==> src/rtl/ued_pkg.sv <==
// ----------------------------------------------------------------------------
// ued_pkg
// Shared types, constants and the device descriptor ROM for the endpoint-0
// descriptor sender.
// ----------------------------------------------------------------------------
package ued_pkg;

  localparam int DESC_LENGTH = 18;
  localparam int REM_W       = 5;
  localparam int QDEPTH      = 2;
  localparam int QAW         = 1;

  localparam logic [7:0] REQ_GET_DESC     = 8'd6;
  localparam logic [7:0] DESC_TYPE_DEVICE = 8'd1;
  localparam logic [4:0] MAX_PACKET_IDX   = 5'd7;

  typedef enum logic {
    OP_SEND,
    OP_ARM
  } op_t;

  typedef struct packed {
    op_t              op;
    logic [REM_W-1:0] armed;
    logic             zlp;
  } qent_t;

  typedef enum logic {
    B_IDLE,
    B_BYTES
  } back_state_t;

  // device descriptor, bMaxPacketSize0 comes from the packet size parameter
  function automatic logic [7:0] rom_byte(input logic [REM_W-1:0] idx,
                                          input int max_packet);
    logic [7:0] mp;
    logic [7:0] b;
    mp = 8'(max_packet);
    case (idx)
      5'd0:  b = 8'h12;
      5'd1:  b = 8'h01;
      5'd2:  b = 8'h00;
      5'd3:  b = 8'h02;
      5'd4:  b = 8'h00;
      5'd5:  b = 8'h00;
      5'd6:  b = 8'h00;
      MAX_PACKET_IDX: b = mp;
      5'd8:  b = 8'h88;
      5'd9:  b = 8'h88;
      5'd10: b = 8'h01;
      5'd11: b = 8'h00;
      5'd12: b = 8'h00;
      5'd13: b = 8'h01;
      5'd14: b = 8'h01;
      5'd15: b = 8'h02;
      5'd16: b = 8'h03;
      5'd17: b = 8'h01;
      default: b = 8'h00;
    endcase
    return b;
  endfunction

endpackage

==> src/rtl/ued_if.sv <==
// ----------------------------------------------------------------------------
// ued interfaces
// Valid/ready channels for transaction items and descriptor result bytes.
// ----------------------------------------------------------------------------
interface ued_cmd_if;
  logic        valid;
  logic        ready;
  logic        cmd;
  logic [7:0]  transaction_status;
  logic [7:0]  request_type;
  logic [7:0]  request_code;
  logic [15:0] value_word;
  logic [15:0] length_word;

  modport source (output valid, cmd, transaction_status, request_type, request_code,
                  value_word, length_word, input ready);
  modport sink (input valid, cmd, transaction_status, request_type, request_code,
                value_word, length_word, output ready);
endinterface

interface ued_byte_if;
  logic       valid;
  logic       ready;
  logic [7:0] data_byte;
  logic       byte_valid;
  logic       packet_last;

  modport source (output valid, data_byte, byte_valid, packet_last, input ready);
  modport sink (input valid, data_byte, byte_valid, packet_last, output ready);
endinterface

==> src/rtl/ued_front.sv <==
// ----------------------------------------------------------------------------
// ued_front
// Accepts transaction items and classifies them into send and arm commands.
// ----------------------------------------------------------------------------
module ued_front #(
  parameter int MAX_PACKET = 16
) (
  ued_cmd_if.sink          cmd_ch,
  input  logic             q_full,
  output logic             push,
  output ued_pkg::qent_t   push_data
);
  import ued_pkg::*;

  logic             accept;
  logic             is_getdesc;
  logic [REM_W-1:0] armed;
  logic             mult;

  assign cmd_ch.ready = !q_full;
  assign accept = cmd_ch.valid && !q_full;

  assign is_getdesc = cmd_ch.transaction_status[0] && cmd_ch.transaction_status[5] &&
                      cmd_ch.request_type[7] && (cmd_ch.request_type[6:5] == 2'b00) &&
                      (cmd_ch.request_code == REQ_GET_DESC) &&
                      (cmd_ch.value_word[15:8] == DESC_TYPE_DEVICE);

  always_comb begin
    if (cmd_ch.length_word > 16'(DESC_LENGTH)) begin
      armed = REM_W'(DESC_LENGTH);
    end else begin
      armed = cmd_ch.length_word[REM_W-1:0];
    end
  end

  // armed length never exceeds the descriptor, so at the default packet size two packets cover it
  assign mult = (armed == '0) || (int'(armed) == MAX_PACKET) ||
                (int'(armed) == 2 * MAX_PACKET);

  assign push = accept && (cmd_ch.cmd || is_getdesc);

  always_comb begin
    push_data.op    = cmd_ch.cmd ? OP_SEND : OP_ARM;
    push_data.armed = armed;
    push_data.zlp   = mult && ({11'd0, armed} < cmd_ch.length_word);
  end

endmodule

==> src/rtl/ued_queue.sv <==
// ----------------------------------------------------------------------------
// ued_queue
// Short command queue between the front classifier and the packet engine.
// ----------------------------------------------------------------------------
module ued_queue (
  input  logic           clk,
  input  logic           rst,
  input  logic           push,
  input  ued_pkg::qent_t push_data,
  output logic           full,
  input  logic           pop,
  output ued_pkg::qent_t pop_data,
  output logic           not_empty
);
  import ued_pkg::*;

  qent_t          ent [QDEPTH];
  logic [QAW-1:0] wr_ptr;
  logic [QAW-1:0] rd_ptr;
  logic [QAW:0]   count;

  assign full      = (count == (QAW+1)'(QDEPTH));
  assign not_empty = (count != '0);
  assign pop_data  = ent[rd_ptr];

  always_ff @(posedge clk) begin
    if (rst) begin
      wr_ptr <= '0;
      rd_ptr <= '0;
      count  <= '0;
    end else begin
      if (push) begin
        wr_ptr <= wr_ptr + 1'b1;
      end
      if (pop) begin
        rd_ptr <= rd_ptr + 1'b1;
      end
      if (push && !pop) begin
        count <= count + 1'b1;
      end else if (pop && !push) begin
        count <= count - 1'b1;
      end
    end
  end

  always_ff @(posedge clk) begin
    if (push) begin
      ent[wr_ptr] <= push_data;
    end
  end

endmodule

==> src/rtl/ued_back.sv <==
// ----------------------------------------------------------------------------
// ued_back
// Packet engine: holds the transfer state and streams descriptor bytes.
// ----------------------------------------------------------------------------
module ued_back #(
  parameter int MAX_PACKET = 16
) (
  input  logic           clk,
  input  logic           rst,
  input  logic           q_valid,
  input  ued_pkg::qent_t q_data,
  output logic           pop,
  ued_byte_if.source     byte_ch
);
  import ued_pkg::*;

  back_state_t      state, state_next;
  logic [REM_W-1:0] remaining, remaining_next;
  logic [REM_W-1:0] offset, offset_next;
  logic             zpp, zpp_next;
  logic [REM_W-1:0] burst, burst_next;

  logic             out_valid;
  logic [7:0]       out_data;
  logic             out_bv;
  logic             out_last;

  logic             can_load;
  logic             load;
  logic [7:0]       ld_data;
  logic             ld_bv;
  logic             ld_last;
  logic [REM_W-1:0] src_rem;
  logic [REM_W-1:0] src_off;
  logic             src_zpp;

  assign can_load = !out_valid || byte_ch.ready;

  assign byte_ch.valid       = out_valid;
  assign byte_ch.data_byte   = out_data;
  assign byte_ch.byte_valid  = out_bv;
  assign byte_ch.packet_last = out_last;

  always_comb begin
    src_rem = (q_data.op == OP_ARM) ? q_data.armed : remaining;
    src_off = (q_data.op == OP_ARM) ? '0 : offset;
    src_zpp = (q_data.op == OP_ARM) ? q_data.zlp : zpp;
  end

  always_comb begin
    state_next     = state;
    remaining_next = remaining;
    offset_next    = offset;
    zpp_next       = zpp;
    burst_next     = burst;
    pop            = 1'b0;
    load           = 1'b0;
    ld_data        = 8'h00;
    ld_bv          = 1'b0;
    ld_last        = 1'b0;
    case (state)
      B_IDLE: begin
        if (q_valid && can_load) begin
          pop            = 1'b1;
          remaining_next = src_rem;
          offset_next    = src_off;
          zpp_next       = src_zpp;
          if (src_rem == '0) begin
            // nothing left: maybe the owed zero-length packet
            if (src_zpp) begin
              load     = 1'b1;
              ld_last  = 1'b1;
              zpp_next = 1'b0;
            end
          end else begin
            if (int'(src_rem) > MAX_PACKET) begin
              burst_next = REM_W'(MAX_PACKET);
            end else begin
              burst_next = src_rem;
            end
            state_next = B_BYTES;
          end
        end
      end
      B_BYTES: begin
        if (can_load) begin
          load           = 1'b1;
          ld_data        = rom_byte(offset, MAX_PACKET);
          ld_bv          = 1'b1;
          ld_last        = (burst == REM_W'(1));
          offset_next    = offset + 1'b1;
          remaining_next = remaining - 1'b1;
          burst_next     = burst - 1'b1;
          if (burst == REM_W'(1)) begin
            state_next = B_IDLE;
          end
        end
      end
      default: begin
        state_next = B_IDLE;
      end
    endcase
  end

  always_ff @(posedge clk) begin
    if (rst) begin
      state     <= B_IDLE;
      remaining <= '0;
      offset    <= '0;
      zpp       <= 1'b0;
      burst     <= '0;
      out_valid <= 1'b0;
    end else begin
      state     <= state_next;
      remaining <= remaining_next;
      offset    <= offset_next;
      zpp       <= zpp_next;
      burst     <= burst_next;
      if (load) begin
        out_valid <= 1'b1;
      end else if (byte_ch.ready) begin
        out_valid <= 1'b0;
      end
    end
  end

  always_ff @(posedge clk) begin
    if (load) begin
      out_data <= ld_data;
      out_bv   <= ld_bv;
      out_last <= ld_last;
    end
  end

endmodule

==> src/rtl/usb_ep0_descriptor_sender_top.sv <==
// ----------------------------------------------------------------------------
// usb_ep0_descriptor_sender_top
// Endpoint-0 engine answering device descriptor requests.
// ----------------------------------------------------------------------------
// cmd_ch carries one request per endpoint-0 event: cmd 0 is an OUT/setup
// transaction with its decoded setup fields, cmd 1 is an IN completion.
// byte_ch carries the packet contents, one descriptor byte per request,
// packet_last on the final byte; a zero-length packet is a single request
// with byte_valid low and packet_last high.
// the front classifies requests and drops anything that is not a device
// descriptor get or an IN completion; a 2-entry command queue feeds the
// packet engine, so cmd_ch takes one request per cycle while the queue has room.
// the first byte passes through the command queue, the engine's pop and then
// the output register; a zero-length packet is loaded as its command is popped.
// the engine pops the command, then sends one byte per cycle from the
// descriptor ROM while byte_ch is not stalled, and takes the next command
// only once the packet is through.
// reset clears the queue, the transfer state and the output valid flag.
// a stalled byte_ch holds the output register; the engine and then the
// queue back up, and cmd_ch drops ready once the queue is full.
// ----------------------------------------------------------------------------
module usb_ep0_descriptor_sender_top #(
  parameter int MAX_PACKET = 16
) (
  input  logic       clk,
  input  logic       rst,
  ued_cmd_if.sink    cmd_ch,
  ued_byte_if.source byte_ch
);
  import ued_pkg::*;

  logic  push;
  qent_t push_data;
  logic  q_full;
  logic  pop;
  qent_t pop_data;
  logic  q_valid;

  ued_front #(.MAX_PACKET(MAX_PACKET)) u_front (
    .cmd_ch    (cmd_ch),
    .q_full    (q_full),
    .push      (push),
    .push_data (push_data)
  );

  ued_queue u_queue (
    .clk       (clk),
    .rst       (rst),
    .push      (push),
    .push_data (push_data),
    .full      (q_full),
    .pop       (pop),
    .pop_data  (pop_data),
    .not_empty (q_valid)
  );

  ued_back #(.MAX_PACKET(MAX_PACKET)) u_back (
    .clk     (clk),
    .rst     (rst),
    .q_valid (q_valid),
    .q_data  (pop_data),
    .pop     (pop),
    .byte_ch (byte_ch)
  );

endmodule

==> src/flat_wrapper.sv <==
// flat-port wrapper written by rule: the top's interface ports become plain ports
module usb_ep0_descriptor_sender_top_flat import ued_pkg::*;
#(
  parameter int MAX_PACKET = 16
)
  (clk, rst, cmd_ch_valid, cmd_ch_cmd, cmd_ch_transaction_status, cmd_ch_request_type, cmd_ch_request_code, cmd_ch_value_word, cmd_ch_length_word, cmd_ch_ready, byte_ch_valid, byte_ch_data_byte, byte_ch_byte_valid, byte_ch_packet_last, byte_ch_ready);
  ued_cmd_if cmd_ch_i ();
  ued_byte_if byte_ch_i ();
  input  logic clk;
  input  logic rst;
  input wire logic [$bits(cmd_ch_i.valid)-1:0] cmd_ch_valid;
  input wire logic [$bits(cmd_ch_i.cmd)-1:0] cmd_ch_cmd;
  input wire logic [$bits(cmd_ch_i.transaction_status)-1:0] cmd_ch_transaction_status;
  input wire logic [$bits(cmd_ch_i.request_type)-1:0] cmd_ch_request_type;
  input wire logic [$bits(cmd_ch_i.request_code)-1:0] cmd_ch_request_code;
  input wire logic [$bits(cmd_ch_i.value_word)-1:0] cmd_ch_value_word;
  input wire logic [$bits(cmd_ch_i.length_word)-1:0] cmd_ch_length_word;
  output wire logic [$bits(cmd_ch_i.ready)-1:0] cmd_ch_ready;
  output wire logic [$bits(byte_ch_i.valid)-1:0] byte_ch_valid;
  output wire logic [$bits(byte_ch_i.data_byte)-1:0] byte_ch_data_byte;
  output wire logic [$bits(byte_ch_i.byte_valid)-1:0] byte_ch_byte_valid;
  output wire logic [$bits(byte_ch_i.packet_last)-1:0] byte_ch_packet_last;
  input wire logic [$bits(byte_ch_i.ready)-1:0] byte_ch_ready;
  assign cmd_ch_i.valid = cmd_ch_valid;
  assign cmd_ch_i.cmd = cmd_ch_cmd;
  assign cmd_ch_i.transaction_status = cmd_ch_transaction_status;
  assign cmd_ch_i.request_type = cmd_ch_request_type;
  assign cmd_ch_i.request_code = cmd_ch_request_code;
  assign cmd_ch_i.value_word = cmd_ch_value_word;
  assign cmd_ch_i.length_word = cmd_ch_length_word;
  assign cmd_ch_ready = cmd_ch_i.ready;
  assign byte_ch_valid = byte_ch_i.valid;
  assign byte_ch_data_byte = byte_ch_i.data_byte;
  assign byte_ch_byte_valid = byte_ch_i.byte_valid;
  assign byte_ch_packet_last = byte_ch_i.packet_last;
  assign byte_ch_i.ready = byte_ch_ready;
  usb_ep0_descriptor_sender_top #(.MAX_PACKET(MAX_PACKET)) u_core (.clk(clk), .rst(rst), .cmd_ch(cmd_ch_i), .byte_ch(byte_ch_i));
endmodule
==> config.mk <==
export PLATFORM = sky130hd
export DESIGN_NAME = usb_ep0_descriptor_sender_top_flat
export DESIGN_NICKNAME = d
export VERILOG_FILES = /design/src/rtl/ued_pkg.sv /design/src/rtl/ued_if.sv /design/src/rtl/ued_front.sv /design/src/rtl/ued_queue.sv /design/src/rtl/ued_back.sv /design/src/rtl/usb_ep0_descriptor_sender_top.sv /design/src/flat_wrapper.sv
export SDC_FILE = /design/constraint.sdc
export NUM_CORES = 1
export LEC_CHECK = 0
export ABC_AREA = 1
export BUFFER_PORTS_ARGS = -buffer_cell sky130_fd_sc_hd__buf_2
export CAP_MARGIN = 20
export CORE_UTILIZATION = 25
export CTS_BUF_LIST = sky130_fd_sc_hd__clkbuf_16
export DETAILED_ROUTE_END_ITERATION = 8
export PLACE_DENSITY_LB_ADDON = 0.08
export SLEW_MARGIN = 20
export SYNTH_ARGS = -nofsm -noshare
export SYNTH_HDL_FRONTEND = slang
export SYNTH_SLANG_ARGS = --single-unit
==> constraint.sdc <==
create_clock -name clk -period 2.9 [get_ports clk]
set_clock_uncertainty 0.15 [all_clocks]
set_input_delay 0 -clock clk [delete_from_list [all_inputs] [get_ports clk]]
set_output_delay 0 -clock clk [all_outputs]
set_load 0.01 [all_outputs]
# Word level (Yosys, flattened, before mapping)
# Memories as Yosys holds them, arrays and structs flattened. A register that Yosys moved wholly into a read port is not among the register bits.
# Index checks and enable logic that the tools add are counted.
# word_totals
reg_bits	32
mem_bits_rw	14
romBits	160
in_bits	61
elab_cells	103
memories	2
# memory_table
memory	depth	width	rd	rd_clocked_by_memory_dff	wr	line	rtl
(name not given)	32	5	1	1	0	ued_pkg.sv:39	case (idx)
u_core.u_queue.ent	2	7	1	1	1	ued_queue.sv:17	qent_t ent [QDEPTH];
# op_classes
add_sub_neg	7
order_cmp	3
n_eq_ne	9
n_mux	39
n_bitwise	1
n_reduce_logical	30
# ops
cell	count
2-to-1 mux 5 bit	11
case mux 5 bit (2 select lines)	3
2-to-1 mux 1 bit	20
> comparator 16 x 5 -> 1 bit, second input constant	1
less-than comparator 5 x 16 -> 1 bit	1
logical AND 1 bit	11
zero test 5 bit	2
subtractor 5 x 1 -> 5 bit, second input constant	2
== test 8 x 1 -> 1 bit, second input constant	1
== test 8 x 3 -> 1 bit, second input constant	1
case mux 1 bit (2 select lines)	3
AND reduction 2 bit	3
AND reduction 3 bit	2
nonzero test 2 bit	3
adder 5 x 1 -> 5 bit, second input constant	1
== test 5 x 1 -> 1 bit, second input constant	1
== test 5 bit, second input constant	1
> comparator 5 bit, second input constant	1
zero test 1 bit	5
2-to-1 mux 2 bit	2
inequality test 2 x 1 -> 1 bit, second input constant	2
inequality test 2 bit, second input constant	2
logical OR 1 bit	3
adder 1 bit, second input constant	2
other kinds (5)	5

# Depth between registers and ports, before layout
# logic_depth
word_depth	11
mapped_depth	13
ltp_nobuf	12

# Modules after synthesis
# Synthesis repeated with hierarchy kept, for this count alone.
# hier_totals
cells_unflattened	311
hier_area_um2	2506.2
# by_module_without_submodules
mod	n_inst	cells_each	area_per_inst_um2
ued_back	1	208	1551.5
ued_queue	1	55	739.5
ued_front	1	48	215.2

# Worst setup path before layout
# No wires, ideal clock.
# synth_path
path_kind	register to register
startpoint	register u_core.u_back.out_valid, in the netlist u_core.u_back.byte_ch.valid
endpoint	register u_core.u_queue.count[1]
arrival_time_ns	1.564
required_ns	2.628
setup_slack_ns	1.064
path_stages_with_launch	10
path_buffers	0
synth_period_minus_slack_ns	1.836
path_cell_list	dfxtp_1 -> nand2_1 -> o21ai_0 -> nor2_1 -> inv_1 -> ha_1 -> a21oi_1 -> o21ai_0 -> o21ai_0 -> a21oi_1
# synth_via
elab_chain_len	8
word_cells_on_any_way	10
# synth_lines
item	line	rtl
start: declaration	ued_back.sv:23	logic out_valid;
start signal: assignment	ued_back.sv:112	out_valid <= 1'b0;
start signal: assignment	ued_back.sv:120	out_valid <= 1'b1;
start signal: assignment	ued_back.sv:122	out_valid <= 1'b0;
zero test 1 bit *	ued_back.sv:37	assign can_load = !out_valid || byte_ch.ready;
logical OR 1 bit *	ued_back.sv:37	
logical AND 1 bit *	ued_back.sv:63	if (q_valid && can_load) begin
2-to-1 mux 1 bit *	ued_back.sv:63	
2-to-1 mux 1 bit *	ued_back.sv:61	case (state)
zero test 1 bit	ued_queue.sv:38	if (push && !pop) begin
logical AND 1 bit	ued_queue.sv:38	
2-to-1 mux 2 bit / nonzero test 2 bit (equally long branches)	-	
end signal: assignment	ued_queue.sv:39	count <= count + 1'b1;
end signal: assignment	ued_queue.sv:41	count <= count - 1'b1;
end: declaration	ued_queue.sv:20	logic [QAW:0] count;
# Mark *: on every way between the ends. The rest lies on a longest branch, timed or not.
# A chain may end at the register's enable or synchronous reset.

# Final worst setup path
# Ends and elaborated chain as after synthesis.

==> reports/results.txt <==
Outcome - completed
Die Ht - 101 um
Tot GR Track Use - 11.5%
#FFs+latches synth - 43
Min Hold Slack - 0.0194 ns
Clock buffer count from CTS - 5
Sequential Power Share - 33.6%
Final min period - 2.16 ns
Syn-to-layout area delta - 24.4%
Global-route wire length before repair - 9160 um
Detailed-router iteration count before antenna repair - 4
Post-Syn Area - 2470 sq um
Cells after Synth - 313
Internal power - 1.54 mW
DRT iter0 DRCs - 91
Kind of cell adding the most delay to the critical path - compound AO/OA/AOI/OAI gates
H-Tree Level Count - 2
GPL Wtd Cong - 0.714
GRT overflow - 0
Pre-CTS setup slack - 0.741 ns
Routed len/inst - 10.5 um
Post-CTS Setup Bufs - 0
# rows - 35
HP Start - byte_ch_ready
Clock Root Buffer - clkbuf_16
WP data required - 2.92 ns
Via count - 2105
Ant diodes - 0
Worst Slack Setup Final - 0.740 ns
# resized after CTS - 0
Fin. Hold Viols - 0
Warnings, synthesis - 0
Tot Pwr - 2.66 mW
Crit path top cell by count - o21ai_0
Final instance area - 3070 sq um
CP Max Fanout - 5
Max Slew Vio Count - 0
Layout cells sized above 1 - 20.5%
PortBufs - 50
Non-filler cells, final - 504
Critical path endpoint category - flop
Longest Clk Path Bufs - 2
Worst hold path type - input pin to flop
Maxcap violations - 0
Die width - 101 um
R2R depth - 9
RSZ-0062 raised after global routing - false
F_max - 463 MHz
Drt drc - 0
CTS Sinks - 43
Crit Path Class - flop to flop
Worst R2R End - u_core.u_queue.count[1]$_SDFFE_PP0P_
Die ar. - 10300 sq um
Utilization after layout - 32.6%
P_sw - 1.12 mW
Clock power frac - 21.3%
Worst-margin pin slew - 0.606 ns
Final Cycle Share - 74.5%
Leak pwr - 1.45 nW
Post-place instance area - 2830 sq um
Reg2reg start - u_core.u_back.byte_ch.valid$_SDFFE_PP0P_
Initial core utilization - 26.2%
# placed instances - 487
Syn avg cell area - 7.88 sq um
Critical path's slowest cell - ha_1
Detailed Place HPWL - 4150 um
Antenna violations before repair - 0
Largest net degree at the start of global routing - 16
Antenna Nets Post-Route - 0
Max VDD drop - 0.000255 V
Buf/Inv on CP - 1
Area of the core - 9420 sq um
CP max stage delay - 0.35 ns
Crit path launch type - flop
Switching part of the total - 42.1%
CTS tree - done
Drt total wl - 5300 um
Seq/Total Area, Yosys - 43.0%
Hold Path Depth - 6
Setup violations, final - 0
Clock Latency Late Sink - 0.29 ns
CTS clk-pin slew, worst paths - 0.06 ns
Critical path cell sequence - nand2_1, o21ai_0, nor2_1, inv_1, ha_1, a21oi_1, o21ai_0, o21ai_0, a21oi_1
Vias in the first global route - 1988
Setup TNS - 0 ns
Part of the power in combinational logic - 45.0%
Ports - 73
CP arrival - 2.18 ns
Via density - 4.18
Slew headroom - 59.5%
Worst Hold End - u_core.u_back.byte_ch.valid$_SDFFE_PP0P_
PwrDens - 868 nW/um^2
FF-to-FF setup slack - 0.74 ns
Fin nets - 444
Unique masters post-synth - 37
-- flip-flops by register name, indices dropped and copies added, names as in the netlist, named ones only --
signal                             count
u_core.u_back.byte_ch.data_byte        4
u_core.u_queue.ent                    14
u_core.u_back.zpp                      1
u_core.u_back.state                    1
u_core.u_back.byte_ch.packet_last      1
u_core.u_queue.rd_ptr                  1
u_core.u_back.byte_ch.byte_valid       1
u_core.u_queue.count                   2
u_core.u_back.byte_ch.valid            1
u_core.u_back.offset                   5
u_core.u_queue.wr_ptr                  1
u_core.u_back.burst                    5
u_core.u_back.remaining                5
-- synthesized netlist by cell type --
cell | n | area [sq um]
o21a_1 | 2 | 15.0
buf_6 | 1 | 11.3
o311ai_0 | 1 | 8.76
inv_6 | 1 | 8.76
xor2_1 | 3 | 26.3
nand2_4 | 3 | 33.8
nand2_1 | 54 | 203
a21oi_1 | 19 | 95.1
or2_2 | 3 | 18.8
o21ai_0 | 17 | 85.1
a31oi_1 | 2 | 12.5
o21bai_1 | 1 | 7.51
nand3_2 | 1 | 10.0
nor4_1 | 3 | 18.8
conb_1 | 1 | 3.75
nand3_1 | 20 | 100
nor2_1 | 41 | 154
nand2_8 | 2 | 40.0
buf_4 | 4 | 30.0
nand3b_1 | 1 | 7.51
nand3_4 | 1 | 17.5
a221oi_1 | 1 | 8.76
nand4_1 | 5 | 31.3
o211ai_1 | 3 | 22.5
and2_1 | 1 | 6.26
clkbuf_8 | 1 | 13.8
inv_1 | 51 | 191
clkbuf_1 | 3 | 11.3
a22oi_1 | 1 | 7.51
buf_2 | 1 | 5.00
dfxtp_1 | 23 | 460
ha_1 | 9 | 113
o21bai_4 | 1 | 18.8
edfxtp_1 | 20 | 601
nand2_2 | 6 | 37.5
a21boi_0 | 1 | 7.51
nor3_1 | 5 | 25.0
-- how the worst max path moves through the flow --
stage,from,to,slack [ns],cells past startpoint
2_1_floorplan,u_core.u_back.byte_ch.valid$_SDFFE_PP0P_,u_core.u_queue.count[1]$_SDFFE_PP0P_,1.06,9
3_3_place_gp,flop,u_core.u_back.byte_ch.data_byte[0]$_SDFFCE_PN0P_,0.82,8
3_5_place_dp,u_core.u_back.byte_ch.valid$_SDFFE_PP0P_,u_core.u_queue.count[1]$_SDFFE_PP0P_,0.74,9
4_1_cts,u_core.u_back.byte_ch.valid$_SDFFE_PP0P_,u_core.u_queue.count[1]$_SDFFE_PP0P_,0.75,9
5_1_grt,u_core.u_back.byte_ch.valid$_SDFFE_PP0P_,u_core.u_queue.count[1]$_SDFFE_PP0P_,0.43,9
6_report,u_core.u_back.byte_ch.valid$_SDFFE_PP0P_,u_core.u_queue.count[1]$_SDFFE_PP0P_,0.74,9
-- power groups by stage --
stage | registers, mW | clock network (mW) | logic, mW
6_report | 0.896 | 0.568 | 1.20
5_1_grt | 0.920 | 0.605 | 1.39
4_1_cts | 0.898 | 0.586 | 1.22
3_5_place_dp | 0.911 | 0 | 1.20
3_3_place_gp | 0.913 | 0 | 1.20
2_1_floorplan | 0.885 | 0 | 0.939
-- repair_timing --
item | in CTS | in global routing
hold buffers | 9 | 0
setup endpoints to repair | 0 | 0
hold endpoints to repair | 20 | 0
-- cell families (layout without fill, tap and decap cells) --
family,Yosys count,in the layout,share of synthesized area (%)
compound gates,49,49,11.7
xor+xnor,3,3,1.07
fa+ha+maj,9,9,4.56
buf+inv,62,120,11.0
flops,43,43,43.0
other cells,1,5,0.152
simple gates,146,146,28.5
-- worst register-to-register path, cell delays in order (launching register included) --
cell and delay (ns):
dfxtp_1 0.31, nand2_1 0.14, o21ai_0 0.20, nor2_1 0.30, inv_1 0.18, ha_1 0.35, a21oi_1 0.11, o21ai_0 0.11
o21ai_0 0.15, a21oi_1 0.05
-- final cells by class --
| type | instances | area, sq um |
|---|---|---|
| clock buffers | 5 | 125 |
| clock inverters | 3 | 23.8 |
| fillers | 1002 | 6350 |
| inverters | 52 | 200 |
| multi-input cells | 212 | 1150 |
| flip-flops and latches | 43 | 1060 |
| well taps | 129 | 161 |
| repair buffers | 60 | 348 |
-- cells in the final DEF (no fill, tap or decap), drive strengths merged --
master       instances
nor4                 3
o21ai               17
nor2                41
and2                 1
nor3                 5
nand4                5
a21boi               1
nand2               65
dlygate4sd3          9
a31oi                2
nand3b               1
or2                  3
buf                 51
a21oi               19
a22oi                1
edfxtp              20
dfxtp               23
xor2                 3
o211ai               3
o311ai               1
conb                 5
o21bai               2
a221oi               1
clkbuf               5
inv                 53
nand3               22
clkinvlp             2
ha                   9
o21a                 2
-- layer usage --
layer | global-route usage, % | part of all wire (%)
met5 | 0 | 0
met4 | 3.34 | 1.1
met3 | 2.42 | 4.2
met2 | 19.4 | 46
met1 | 14.7 | 49
Note: power is estimated with default switching activity, not from simulation.
